--- config.mk ---
export PLATFORM = sky130hd
export DESIGN_NAME = cbor_item_stream_walker_unit
export DESIGN_NICKNAME = d
export VERILOG_FILES = /design/src/sv/cisw_pkg.sv /design/src/sv/cisw_ctrl.sv /design/src/sv/cisw_dpath.sv /design/src/sv/cbor_item_stream_walker_unit.sv
export SDC_FILE = /design/constraint.sdc
export NUM_CORES = 1
export LEC_CHECK = 0
export BUFFER_PORTS_ARGS = -buffer_cell sky130_fd_sc_hd__buf_2
export CAP_MARGIN = 10
export CELL_PAD_IN_SITES_DETAIL_PLACEMENT = 1
export CELL_PAD_IN_SITES_GLOBAL_PLACEMENT = 2
export CORE_MARGIN = 2
export CORE_UTILIZATION = 41
export CTS_CLUSTER_DIAMETER = 80
export CTS_CLUSTER_SIZE = 16
export DETAILED_ROUTE_END_ITERATION = 10
export GPL_TIMING_DRIVEN = 0
export PLACE_DENSITY_LB_ADDON = 0.1
export SYNTH_ARGS = -nofsm -noshare
export SYNTH_HDL_FRONTEND = slang
export SYNTH_HIERARCHICAL = 1
export SYNTH_SLANG_ARGS = --single-unit
--- constraint.sdc ---
create_clock -name clk -period 9.31 [get_ports clk]
set_input_delay 0.4655 -clock clk [delete_from_list [all_inputs] [get_ports clk]]
set_output_delay 0.4655 -clock clk [all_outputs]
set_load 0.01 [all_outputs]
--- src/sv/cisw_pkg.sv ---
`default_nettype none

package cisw_pkg;

  localparam int NEST_DEPTH_DEF = 8;
  localparam int COUNT_BITS_DEF = 32;

  // Additional-info boundaries of a header byte.
  localparam logic [4:0] INFO_DIRECT_MAX = 5'd23;
  localparam logic [4:0] INFO_ARG8       = 5'd27;

  // Major types that the walker treats specially.
  localparam logic [2:0] MT_BSTR  = 3'd2;
  localparam logic [2:0] MT_TSTR  = 3'd3;
  localparam logic [2:0] MT_ARRAY = 3'd4;
  localparam logic [2:0] MT_MAP   = 3'd5;
  localparam logic [2:0] MT_TAG   = 3'd6;

  typedef enum logic [1:0] {
    EV_PENDING = 2'd0,
    EV_HEADER  = 2'd1,
    EV_PAYLOAD = 2'd2,
    EV_ERROR   = 2'd3
  } event_t;

  typedef enum logic [2:0] {
    ERR_NONE     = 3'd0,
    ERR_RESERVED = 3'd1,
    ERR_TRUNC    = 3'd2,
    ERR_DEEP     = 3'd3,
    ERR_WIDE     = 3'd4
  } err_t;

  typedef struct packed {
    logic capture;
    logic step;
    logic fin_read;
    logic fin_check;
    logic finalize;
  } cisw_cmd_t;

  typedef struct packed {
    logic finish;
    logic sp_zero;
    logic pop;
    logic out_free;
  } cisw_stat_t;

endpackage

`default_nettype wire

--- src/sv/cisw_ctrl.sv ---
`default_nettype none

module cisw_ctrl
  import cisw_pkg::*;
(
  input  wire logic       clk,
  input  wire logic       rst,
  input  wire logic       s_tvalid,
  output logic            s_tready,
  input  wire cisw_stat_t stat,
  output cisw_cmd_t       cmd
);

  typedef enum logic [2:0] {
    S_IDLE,
    S_STEP,
    S_FIN,
    S_FIN_CHK,
    S_FINAL
  } state_t;

  state_t state, state_next;
  logic   ready, ready_next;

  assign s_tready = ready;

  always_comb begin
    state_next = state;
    ready_next = ready;
    cmd        = '0;
    case (state)
      S_IDLE: begin
        ready_next = 1'b1;
        if (ready && s_tvalid) begin
          cmd.capture = 1'b1;
          ready_next  = 1'b0;
          state_next  = S_STEP;
        end
      end
      S_STEP: begin
        cmd.step   = 1'b1;
        state_next = stat.finish ? S_FIN : S_FINAL;
      end
      S_FIN: begin
        cmd.fin_read = 1'b1;
        state_next   = stat.sp_zero ? S_FINAL : S_FIN_CHK;
      end
      S_FIN_CHK: begin
        cmd.fin_check = 1'b1;
        state_next    = stat.pop ? S_FIN : S_FINAL;
      end
      S_FINAL: begin
        if (stat.out_free) begin
          cmd.finalize = 1'b1;
          ready_next   = 1'b1;
          state_next   = S_IDLE;
        end
      end
      default: begin
        state_next = S_IDLE;
      end
    endcase
  end

  always_ff @(posedge clk) begin
    if (rst) begin
      state <= S_IDLE;
      ready <= 1'b0;
    end else begin
      state <= state_next;
      ready <= ready_next;
    end
  end

  a_ready_idle: assert property (@(posedge clk) disable iff (rst)
    ready |-> state == S_IDLE)
    else $error("ready raised outside idle");

  a_chk_follows: assert property (@(posedge clk) disable iff (rst)
    state == S_FIN_CHK |-> $past(state) == S_FIN)
    else $error("stack check without preceding read");

endmodule

`default_nettype wire

--- src/sv/cisw_dpath.sv ---
`default_nettype none

module cisw_dpath
  import cisw_pkg::*;
#(
  parameter int NEST_DEPTH = NEST_DEPTH_DEF,
  parameter int COUNT_BITS = COUNT_BITS_DEF
) (
  input  wire logic       clk,
  input  wire logic       rst,
  input  wire logic [7:0] in_byte,
  input  wire logic       end_of_buffer,
  input  wire cisw_cmd_t  cmd,
  output cisw_stat_t      stat,
  input  wire logic       m_tready,
  output logic            m_tvalid,
  output logic [1:0]      event_res,
  output logic [2:0]      major_type,
  output logic [63:0]     argument,
  output logic [7:0]      data_byte,
  output logic [3:0]      nest_depth,
  output logic            item_done,
  output logic [2:0]      error_code
);

  localparam int CW   = COUNT_BITS + 1;
  localparam int SP_W = $clog2(NEST_DEPTH + 1);
  localparam int AW   = (NEST_DEPTH > 1) ? $clog2(NEST_DEPTH) : 1;

  typedef enum logic [1:0] {
    PH_HEADER,
    PH_ARG,
    PH_PAYLOAD,
    PH_ERROR
  } phase_t;

  // captured item
  logic [7:0] in_q;
  logic       eob_q;

  // parse state
  phase_t      phase, phase_next;
  logic [3:0]  arg_left, arg_left_next;
  logic [63:0] arg_acc, arg_acc_next;
  logic [2:0]  cur_major, cur_major_next;
  logic [63:0] payload_left, payload_left_next;
  err_t        sticky, sticky_next;
  logic [SP_W-1:0] sp, sp_next;

  // per-item results
  event_t      res_event, res_event_next;
  logic [63:0] res_arg, res_arg_next;
  logic [7:0]  res_data, res_data_next;
  err_t        err_step, err_step_next;
  logic        done_flag, done_flag_next;

  // count stack
  logic [CW-1:0] count_stack [NEST_DEPTH];
  logic [CW-1:0] rd_data;
  logic          rd_en, wr_en;
  logic [AW-1:0] wr_addr, top_addr;
  logic [CW-1:0] wr_data;

  // decode helpers
  logic [4:0]    info;
  logic [2:0]    hd_major;
  logic [63:0]   hd_val;
  logic          hd_go;
  logic [63:0]   acc_new;
  logic [3:0]    left_new;
  logic [63:0]   pay_new;
  logic          fin_req;
  logic          push_req;
  logic [CW-1:0] push_val;
  logic [SP_W-1:0] sp_m1;
  logic [SP_W+3:0] sp_ext;
  err_t          fin_err;

  logic          o_valid;
  event_t        o_event;
  logic [2:0]    o_major;
  logic [63:0]   o_arg;
  logic [7:0]    o_data;
  logic [3:0]    o_depth;
  logic          o_done;
  err_t          o_err;

  assign info     = in_q[4:0];
  assign acc_new  = {arg_acc[55:0], in_q};
  assign left_new = (arg_left != 4'd0) ? arg_left - 4'd1 : arg_left;
  assign pay_new  = (payload_left != 64'd0) ? payload_left - 64'd1 : payload_left;
  assign sp_m1    = sp - SP_W'(1);
  assign top_addr = sp_m1[AW-1:0];
  assign sp_ext   = {4'b0000, sp};

  assign stat.finish   = fin_req;
  assign stat.sp_zero  = (sp == '0);
  assign stat.pop      = (rd_data <= CW'(1));
  assign stat.out_free = !o_valid || m_tready;

  always_comb begin
    phase_next        = phase;
    arg_left_next     = arg_left;
    arg_acc_next      = arg_acc;
    cur_major_next    = cur_major;
    payload_left_next = payload_left;
    sp_next           = sp;
    res_event_next    = res_event;
    res_arg_next      = res_arg;
    res_data_next     = res_data;
    err_step_next     = err_step;
    done_flag_next    = done_flag;
    fin_req           = 1'b0;
    push_req          = 1'b0;
    push_val          = '0;
    hd_go             = 1'b0;
    hd_major          = cur_major;
    hd_val            = '0;
    rd_en             = 1'b0;
    wr_en             = 1'b0;
    wr_addr           = top_addr;
    wr_data           = '0;

    if (cmd.step) begin
      res_event_next = EV_PENDING;
      res_arg_next   = '0;
      res_data_next  = '0;
      err_step_next  = ERR_NONE;
      done_flag_next = 1'b0;
      if (sticky == ERR_NONE) begin
        case (phase)
          PH_HEADER: begin
            hd_major       = in_q[7:5];
            cur_major_next = in_q[7:5];
            if (info <= INFO_DIRECT_MAX) begin
              hd_go  = 1'b1;
              hd_val = {59'd0, info};
            end else if (info <= INFO_ARG8) begin
              // 24..27 -> 1, 2, 4 or 8 argument bytes
              arg_left_next = 4'b0001 << info[1:0];
              arg_acc_next  = '0;
              phase_next    = PH_ARG;
            end else begin
              err_step_next = ERR_RESERVED;
            end
          end
          PH_ARG: begin
            arg_acc_next  = acc_new;
            arg_left_next = left_new;
            if (left_new == 4'd0) begin
              hd_go  = 1'b1;
              hd_val = acc_new;
            end
          end
          PH_PAYLOAD: begin
            res_event_next    = EV_PAYLOAD;
            res_data_next     = in_q;
            payload_left_next = pay_new;
            if (pay_new == 64'd0) begin
              phase_next = PH_HEADER;
              fin_req    = 1'b1;
            end
          end
          default: begin
          end
        endcase

        if (hd_go) begin
          res_event_next = EV_HEADER;
          res_arg_next   = hd_val;
          phase_next     = PH_HEADER;
          case (hd_major)
            MT_BSTR, MT_TSTR: begin
              if (hd_val == 64'd0) begin
                fin_req = 1'b1;
              end else begin
                payload_left_next = hd_val;
                phase_next        = PH_PAYLOAD;
              end
            end
            MT_ARRAY, MT_MAP: begin
              if (hd_val[63:COUNT_BITS] != '0) begin
                err_step_next = ERR_WIDE;
              end else if (hd_val == 64'd0) begin
                fin_req = 1'b1;
              end else begin
                push_req = 1'b1;
                // a map holds two items per entry
                push_val = (hd_major == MT_MAP) ? {hd_val[COUNT_BITS-1:0], 1'b0}
                                                : {1'b0, hd_val[COUNT_BITS-1:0]};
              end
            end
            MT_TAG: begin
              push_req = 1'b1;
              push_val = CW'(1);
            end
            default: begin
              fin_req = 1'b1;
            end
          endcase
        end

        if (push_req) begin
          if (sp == SP_W'(NEST_DEPTH)) begin
            err_step_next = ERR_DEEP;
          end else begin
            wr_en   = 1'b1;
            wr_addr = sp[AW-1:0];
            wr_data = push_val;
            sp_next = sp + SP_W'(1);
          end
        end
      end
    end

    if (cmd.fin_read) begin
      if (sp == '0) begin
        done_flag_next = 1'b1;
      end else begin
        rd_en = 1'b1;
      end
    end

    if (cmd.fin_check) begin
      if (rd_data <= CW'(1)) begin
        sp_next = sp_m1;
      end else begin
        wr_en   = 1'b1;
        wr_addr = top_addr;
        wr_data = rd_data - CW'(1);
      end
    end
  end

  // truncation test uses the state left after the item
  always_comb begin
    if (err_step != ERR_NONE) begin
      fin_err = err_step;
    end else if (eob_q && !(phase == PH_HEADER && sp == '0)) begin
      fin_err = ERR_TRUNC;
    end else begin
      fin_err = ERR_NONE;
    end
  end

  always_ff @(posedge clk) begin
    if (wr_en) begin
      count_stack[wr_addr] <= wr_data;
    end
    if (rd_en) begin
      rd_data <= count_stack[top_addr];
    end
  end

  always_ff @(posedge clk) begin
    if (cmd.capture) begin
      in_q  <= in_byte;
      eob_q <= end_of_buffer;
    end
    res_event <= res_event_next;
    res_arg   <= res_arg_next;
    res_data  <= res_data_next;
    err_step  <= err_step_next;
    done_flag <= done_flag_next;
    arg_acc      <= arg_acc_next;
    payload_left <= payload_left_next;
  end

  always_ff @(posedge clk) begin
    if (rst) begin
      phase     <= PH_HEADER;
      arg_left  <= '0;
      cur_major <= '0;
      sticky    <= ERR_NONE;
      sp        <= '0;
      o_valid   <= 1'b0;
    end else begin
      arg_left  <= arg_left_next;
      cur_major <= cur_major_next;
      sp        <= sp_next;
      if (cmd.finalize && sticky == ERR_NONE && fin_err != ERR_NONE) begin
        sticky <= fin_err;
        phase  <= PH_ERROR;
      end else begin
        phase  <= phase_next;
      end
      if (cmd.finalize) begin
        o_valid <= 1'b1;
      end else if (m_tready) begin
        o_valid <= 1'b0;
      end
    end
  end

  always_ff @(posedge clk) begin
    if (cmd.finalize) begin
      o_major <= cur_major;
      o_depth <= sp_ext[3:0];
      if (sticky != ERR_NONE || fin_err != ERR_NONE) begin
        o_event <= EV_ERROR;
        o_arg   <= '0;
        o_data  <= '0;
        o_done  <= 1'b0;
        o_err   <= (sticky != ERR_NONE) ? sticky : fin_err;
      end else begin
        o_event <= res_event;
        o_arg   <= res_arg;
        o_data  <= res_data;
        o_done  <= done_flag;
        o_err   <= ERR_NONE;
      end
    end
  end

  assign m_tvalid   = o_valid;
  assign event_res  = o_event;
  assign major_type = o_major;
  assign argument   = o_arg;
  assign data_byte  = o_data;
  assign nest_depth = o_depth;
  assign item_done  = o_done;
  assign error_code = o_err;

  a_sp_bound: assert property (@(posedge clk) disable iff (rst)
    sp <= SP_W'(NEST_DEPTH))
    else $error("stack pointer past depth");

  a_sticky_hold: assert property (@(posedge clk) disable iff (rst)
    sticky != ERR_NONE |=> sticky == $past(sticky))
    else $error("sticky error changed");

  a_err_event: assert property (@(posedge clk) disable iff (rst)
    o_valid && o_err != ERR_NONE |-> o_event == EV_ERROR && !o_done)
    else $error("error reported without error event");

endmodule

`default_nettype wire

--- src/sv/cbor_item_stream_walker_unit.sv ---
// Per byte: capture, decode step, then the registered result load. An item that ends
// adds a stack read; each level visited on a pop cascade adds a read and a check.
// One byte in flight: s_tready is low from capture until the result is loaded, which
// also waits for a free output; the one-read-port stack is walked level by level.
// Reset (rst, synchronous, active high) clears parse state, empties the stack and the
// sticky error; stack contents are not cleared; s_tready rises the cycle after release.
`default_nettype none

module cbor_item_stream_walker_unit
  import cisw_pkg::*;
#(
  parameter int NEST_DEPTH = NEST_DEPTH_DEF,  // open levels, 1..15 (nest_depth is 4 bits)
  parameter int COUNT_BITS = COUNT_BITS_DEF   // widest array/map count, 8..63
) (
  input  wire logic        clk,
  input  wire logic        rst,
  // input byte stream
  input  wire logic        s_tvalid,
  output logic             s_tready,
  input  wire logic [7:0]  s_tdata,   // [7:0] in_byte
  input  wire logic        s_tlast,   // end_of_buffer
  // decode results
  output logic             m_tvalid,
  input  wire logic        m_tready,
  output logic [87:0]      m_tdata,   // [2:0] major_type, [66:3] argument,
                                      // [74:67] data_byte, [78:75] nest_depth,
                                      // [81:79] error_code, [87:82] zero
  output logic [1:0]       m_tuser,   // [1:0] event_res
  output logic             m_tlast    // item_done
);

  cisw_cmd_t  cmd;
  cisw_stat_t stat;

  logic [2:0]  major_type;
  logic [63:0] argument;
  logic [7:0]  data_byte;
  logic [3:0]  nest_depth;
  logic [2:0]  error_code;

  // Sequencer: capture, decode step, optional pop cascade, then result load.
  cisw_ctrl u_ctrl (
    .clk      (clk),
    .rst      (rst),
    .s_tvalid (s_tvalid),
    .s_tready (s_tready),
    .stat     (stat),
    .cmd      (cmd)
  );

  // Header decode, argument/payload counters, count stack and output register.
  cisw_dpath #(
    .NEST_DEPTH (NEST_DEPTH),
    .COUNT_BITS (COUNT_BITS)
  ) u_dpath (
    .clk           (clk),
    .rst           (rst),
    .in_byte       (s_tdata),
    .end_of_buffer (s_tlast),
    .cmd           (cmd),
    .stat          (stat),
    .m_tready      (m_tready),
    .m_tvalid      (m_tvalid),
    .event_res     (m_tuser),
    .major_type    (major_type),
    .argument      (argument),
    .data_byte     (data_byte),
    .nest_depth    (nest_depth),
    .item_done     (m_tlast),
    .error_code    (error_code)
  );

  // Pack result fields, lowest field first, padded to whole bytes.
  assign m_tdata = {6'd0, error_code, nest_depth, data_byte, argument, major_type};

endmodule

`default_nettype wire
Word-level counts from Yosys, hierarchy flattened:

Memory sizes are Yosys's and may differ from the RTL's. A register that Yosys moved wholly into a read port is not among the register bits.
Index checks and enable logic that the tools add are counted.

* bits in writable memories: 264
* bits in registers: 313
* bits in read-only memories: 0
* word-level logic and storage cells: 209
* input bits: 13
* output and inout port bits: 93
* memories kept: 1
* bits in latches: 0

Memory list
* u_dpath.count_stack: depth 8, bits a word 33, rd ports 1, clocked after memory_dff 1, wr ports 1, RTL line cisw_dpath.sv:58 `logic [CW-1:0] count_stack [NEST_DEPTH];`

* equal/unequal tests: 19
* order comparisons: 3
* reductions and logical operators: 38
* div/mod/pow operators: 0
* multiplexer cells: 116
* shifts and indexed selects: 1
* $mul: 0
* add/sub/neg operators: 5
* bitwise operators: 1

Operators with widths (number)
* 2-to-1 mux 64 bit: 8
* 2-to-1 mux 33 bit: 10
* logical NOT 64 bit: 2
* case mux 64 bit (2 select lines): 1
* 2-to-1 mux 56 bit: 2
* case mux 56 bit (2 select lines): 1
* 2-to-1 mux 3 bit: 23
* case mux 33 bit (2 select lines): 1
* nonzero test 64 bit: 1
* subtractor 64 x 1 -> 64 bit, second input constant: 1
* 2-to-1 mux 1 bit: 42
* 2-to-1 mux 4 bit: 9
* less-or-equal comparator 33 x 1 -> 1 bit, second input constant: 1
* subtractor 33 x 1 -> 33 bit, second input constant: 1
* nonzero test 32 bit: 1
* 2-to-1 mux 2 bit: 11
* case mux 3 bit (5 select lines): 1
* == test 3 x 2 -> 1 bit, second input constant: 4
* == test 3 bit, second input constant: 4
* less-or-equal comparator 5 bit, second input constant: 2
* AND reduction 2 bit: 5
* nonzero test 2 bit: 5
* nonzero test 3 bit: 3
* logical NOT 4 bit: 2
* other kinds (27): 42

Logic depth before layout (Yosys ltp):

* depth in word-level cells: 21
* mapped depth: 15
* gate-level depth less buffers: 13

Modules after synthesis:

The synthesis kept the hierarchy.

Modules (own cells, without submodules)
* cisw_dpath: times used 1, area each 27121.0 um^2, seq. area each 18017.3 um^2, cells each 1879
* cisw_ctrl: times used 1, area each 254.0 um^2, seq. area each 80.1 um^2, cells each 31
* cbor_item_stream_walker_unit: times used 1, area each 48.8 um^2, seq. area each 0.0 um^2, cells each 7

Worst setup path before layout:

No wires, ideal clock.

* path type: reg-to-reg
* from: register u_ctrl.state[0]
* to: register u_dpath.arg_left[2]
* clock period less this slack: 9.999 ns
* buffers on the path: 1
* setup time: 0.128 ns
* required time: 9.182 ns
* cell stages (with the launch flop): 9
* slack: -0.689 ns
* data arrival time: 9.871 ns
* cells stage by stage: dfxtp_1 -> clkbuf_1 -> nand2b_1 -> nor2_1 -> nand2_1 -> nor3_1 -> o311ai_0 -> o21ai_0 -> nor2_1

RTL lines
* start: declaration: RTL line cisw_ctrl.sv:22 `state_t state, state_next;`
* start signal: assignment: RTL line cisw_ctrl.sv:70 `state <= state_next;`
* end signal: assignment: RTL line cisw_dpath.sv:278 `arg_left <= arg_left_next;`
* end: declaration: RTL line cisw_dpath.sv:43 `logic [3:0] arg_left, arg_left_next;`

==> impl_metrics.tcl <==
set metrics [dict create \
    place_inst 2908 \
    cap_viol_max_count 0 \
    wl_per_cell_um 26.4 \
    place_hpwl_mm 57.3 \
    vias 17079 \
    syn_inst 1917 \
    grt_pass1_wl_mm 118 \
    ys_async_sr_fraction_pct 0 \
    finalSetupViolations 0 \
    yosys_warnings 6 \
    hold_viol 0 \
    cts_tree "yes" \
    synth_top_area_share_pct 64.4 \
    fin_crit_sh_pct 63.1 \
    startpoint_type "flop" \
    synth-seq-area-share_pct 66.0 \
    synthTopCellsByArea "edfxtp_1, mux4_2, and2_1" \
    ir_worst_vdd_v 0.000184 \
    power_leakage_nw 9.36 \
    setup_tns_ns 0 \
    worst_ep_required_time_ns 9.61 \
    dieArea_um2 69000 \
    start_util_pct 41.6 \
    row_count 94 \
    postRouteAntennaNets 0 \
    port_buffers 99 \
    power_density_nw_per_um2 179 \
    cp.arrival_ns 6.18 \
    syn_avg_cell_area_um2 14.3 \
    clock.fmax_ghz 0.170 \
    worst_pin_slew_ns 1.20 \
    area_growth_pct 13.8 \
    cts.sinks 610 \
    final_nets 2124 \
    status "complete, no violations" \
    drc_errors 0 \
    end_kind "flop" \
    synth_top_flop_cell "edfxtp_1" \
    hold_path_class "input pin to flop" \
    post_cts_resized 0 \
    drt_iter0_markers 1106 \
    yosysTopAreaCell "edfxtp_1" \
    core_um2 66000 \
    critical_path_class "flop to flop" \
    slew_headroom_pct 19.9 \
    antenna_found_initial 1 \
    maxSlewViolCount 0 \
    dpl_cell_area_um2 29600 \
    grt_pass1_vias 17800 \
    synthTopCellsByCount "edfxtp_1, and2_1, a21oi_1" \
    final_area_um2 31200 \
    finalCriticalPeriod_ns 5.87 \
    cts_root_buf "clkbuf_16" \
    synth_enable_flop_cells 588 \
    post-route-util_pct 47.3 \
    place_ws_ns 3.44 \
    ys_types 88 \
    grt_start_max_net_pins 53 \
    cp_max_fo 36 \
    die_x_um 263 \
    layout.cells.non_filler 3001 \
    clk_latency_ns 0.62 \
    synth_area_um2 27400 \
    setup_ws_ns 3.44 \
    via_per_inst 5.69 \
    first_pass_iters 5 \
    ys_ff_latch 610 \
    finalClockSkew_ns 0.0191 \
    ios 106 \
    cts_max_path_buffers 3 \
    grtUsageTotal_pct 22.8 \
    diodes 0 \
    path_clk_slew_ns 0.07 \
    die_h_um 263 \
    cts_buffers 49 \
    htreeDepth 2 \
    wirelength_mm 79.1 \
    synth.most_common_cell "edfxtp_1" \
    rsz0062_at_grt "no" \
    drive_gt1_share_pct 17.9 \
    place_congestion 0.864 \
    overflow 0 \
]
[registers in the layout (all words and copies together) (netlist names), 4 cells and up]
signal / cells
u_dpath/sp: 4
u_dpath/data_byte: 8
u_dpath/arg_left: 4
u_dpath/count_stack: 264
u_dpath/res_data: 8
u_dpath/nest_depth: 4
u_dpath/payload_left: 64
u_dpath/res_arg: 64
u_dpath/in_q: 8
u_dpath/argument: 64
u_dpath/arg_acc: 56
u_dpath/rd_data: 33
[power breakdown]
group,internal [mW],switching (mW),total (mW)
combinational,0.120,0.244,0.364
sequential,3.05,0.0382,3.09
clock,1.12,1.01,2.13
[layer usage]
layer | up-vias | global-route usage (%) | routed length, um
met3 | 99 | 2.58 | 2560
li1 | 7745 | - | -
met4 | 0 | 5.13 | 1580
met2 | 307 | 40.7 | 40900
met5 | - | 0 | 0
met1 | 8928 | 29.8 | 34100
[layout make-up]
type | instances | area [um2]
Buffer | 126 | 571
Clock buffer | 68 | 1320
Clock inverter | 16 | 239
Fill cell | 6552 | 34800
Inverter | 20 | 76.3
Multi-Input combinational cell | 1166 | 8810
Sequential cell | 610 | 18100
Tap cell | 864 | 1080
Timing Repair Buffer | 131 | 1010
[final timing paths]
check | startpoint | end | slack [ns] | depth (start not counted)
setup / recovery | u_ctrl/state[0] | u_dpath/count_stack[5][20] | 3.44 | 12
hold reg to reg | u_dpath/done_flag | u_dpath/done_flag | 0.49 | 2
setup reg to reg | u_ctrl/state[0] | u_dpath/count_stack[5][20] | 3.44 | 12
hold / removal | rst | u_ctrl/state[2] | 0.08 | 2
[cell families after synthesis]
group | share of synthesized area, %
compound gates | 6.02
other cells | 0.0137
simple gates | 13.9
buf+inv | 2.35
mux | 8.20
flops | 66.0
fa+ha+maj | 0.319
xor+xnor | 3.19
[metrics by stage]
| stage | power, mW | hold slack (ns) |
|---|---|---|
| after global placement | 3.50 | 0.471 |
| after global routing | 5.76 | 0.0619 |
| after CTS | 5.64 | 0.0552 |
| final | 5.58 | 0.0835 |
| after detailed placement | 3.51 | 0.474 |
| after floorplan | 3.37 | 0.437 |
[cell usage in the layout (no fill, tap or decap), types with 8 or more instances in the layout]
master | Yosys | routed
or3_1 | 19 | 19
dlygate4sd3_1 | 0 | 9
a21oi_1 | 134 | 131
nor4_1 | 48 | 48
buf_2 | 13 | 113
nor3_1 | 54 | 53
and3_1 | 69 | 68
nand3_1 | 28 | 28
clkbuf_1 | 89 | 107
o21ai_0 | 24 | 24
nand2b_1 | 10 | 10
mux2_2 | 38 | 38
buf_12 | 0 | 11
xor2_1 | 39 | 39
clkbuf_16 | 0 | 50
nand2_1 | 69 | 69
or4_1 | 11 | 11
and2_1 | 143 | 142
nand4_1 | 27 | 27
buf_1 | 9 | 9
dfxtp_1 | 22 | 22
edfxtp_1 | 588 | 588
inv_1 | 19 | 19
nor2_1 | 95 | 94
o22ai_1 | 33 | 33
mux2i_1 | 32 | 32
mux4_2 | 66 | 66
buf_4 | 9 | 11
buf_6 | 5 | 8
xnor2_1 | 61 | 61
nor4_2 | 10 | 10
[critical path, cell delays in order (launching register included)]
cell and delay [ns]:
dfxtp_1 0.31, clkbuf_1 0.32, nand2b_1 0.20, nor2_4 0.61, nand2_1 0.50, clkinv_2 0.66
nand2_1 0.20, nor4_1 0.81, o21a_1 0.22, clkbuf_1 0.36, nand4_1 0.32, a21oi_4 0.75
buf_12 0.27
[repair_timing]
item                                    4_1_cts  5_1_grt
hold buffers                                  9        0
buffers inserted                              0        0
endpoints found under the setup margin        0        0
hold endpoints to repair                      9        0
Power figures use the tool's default switching activity.
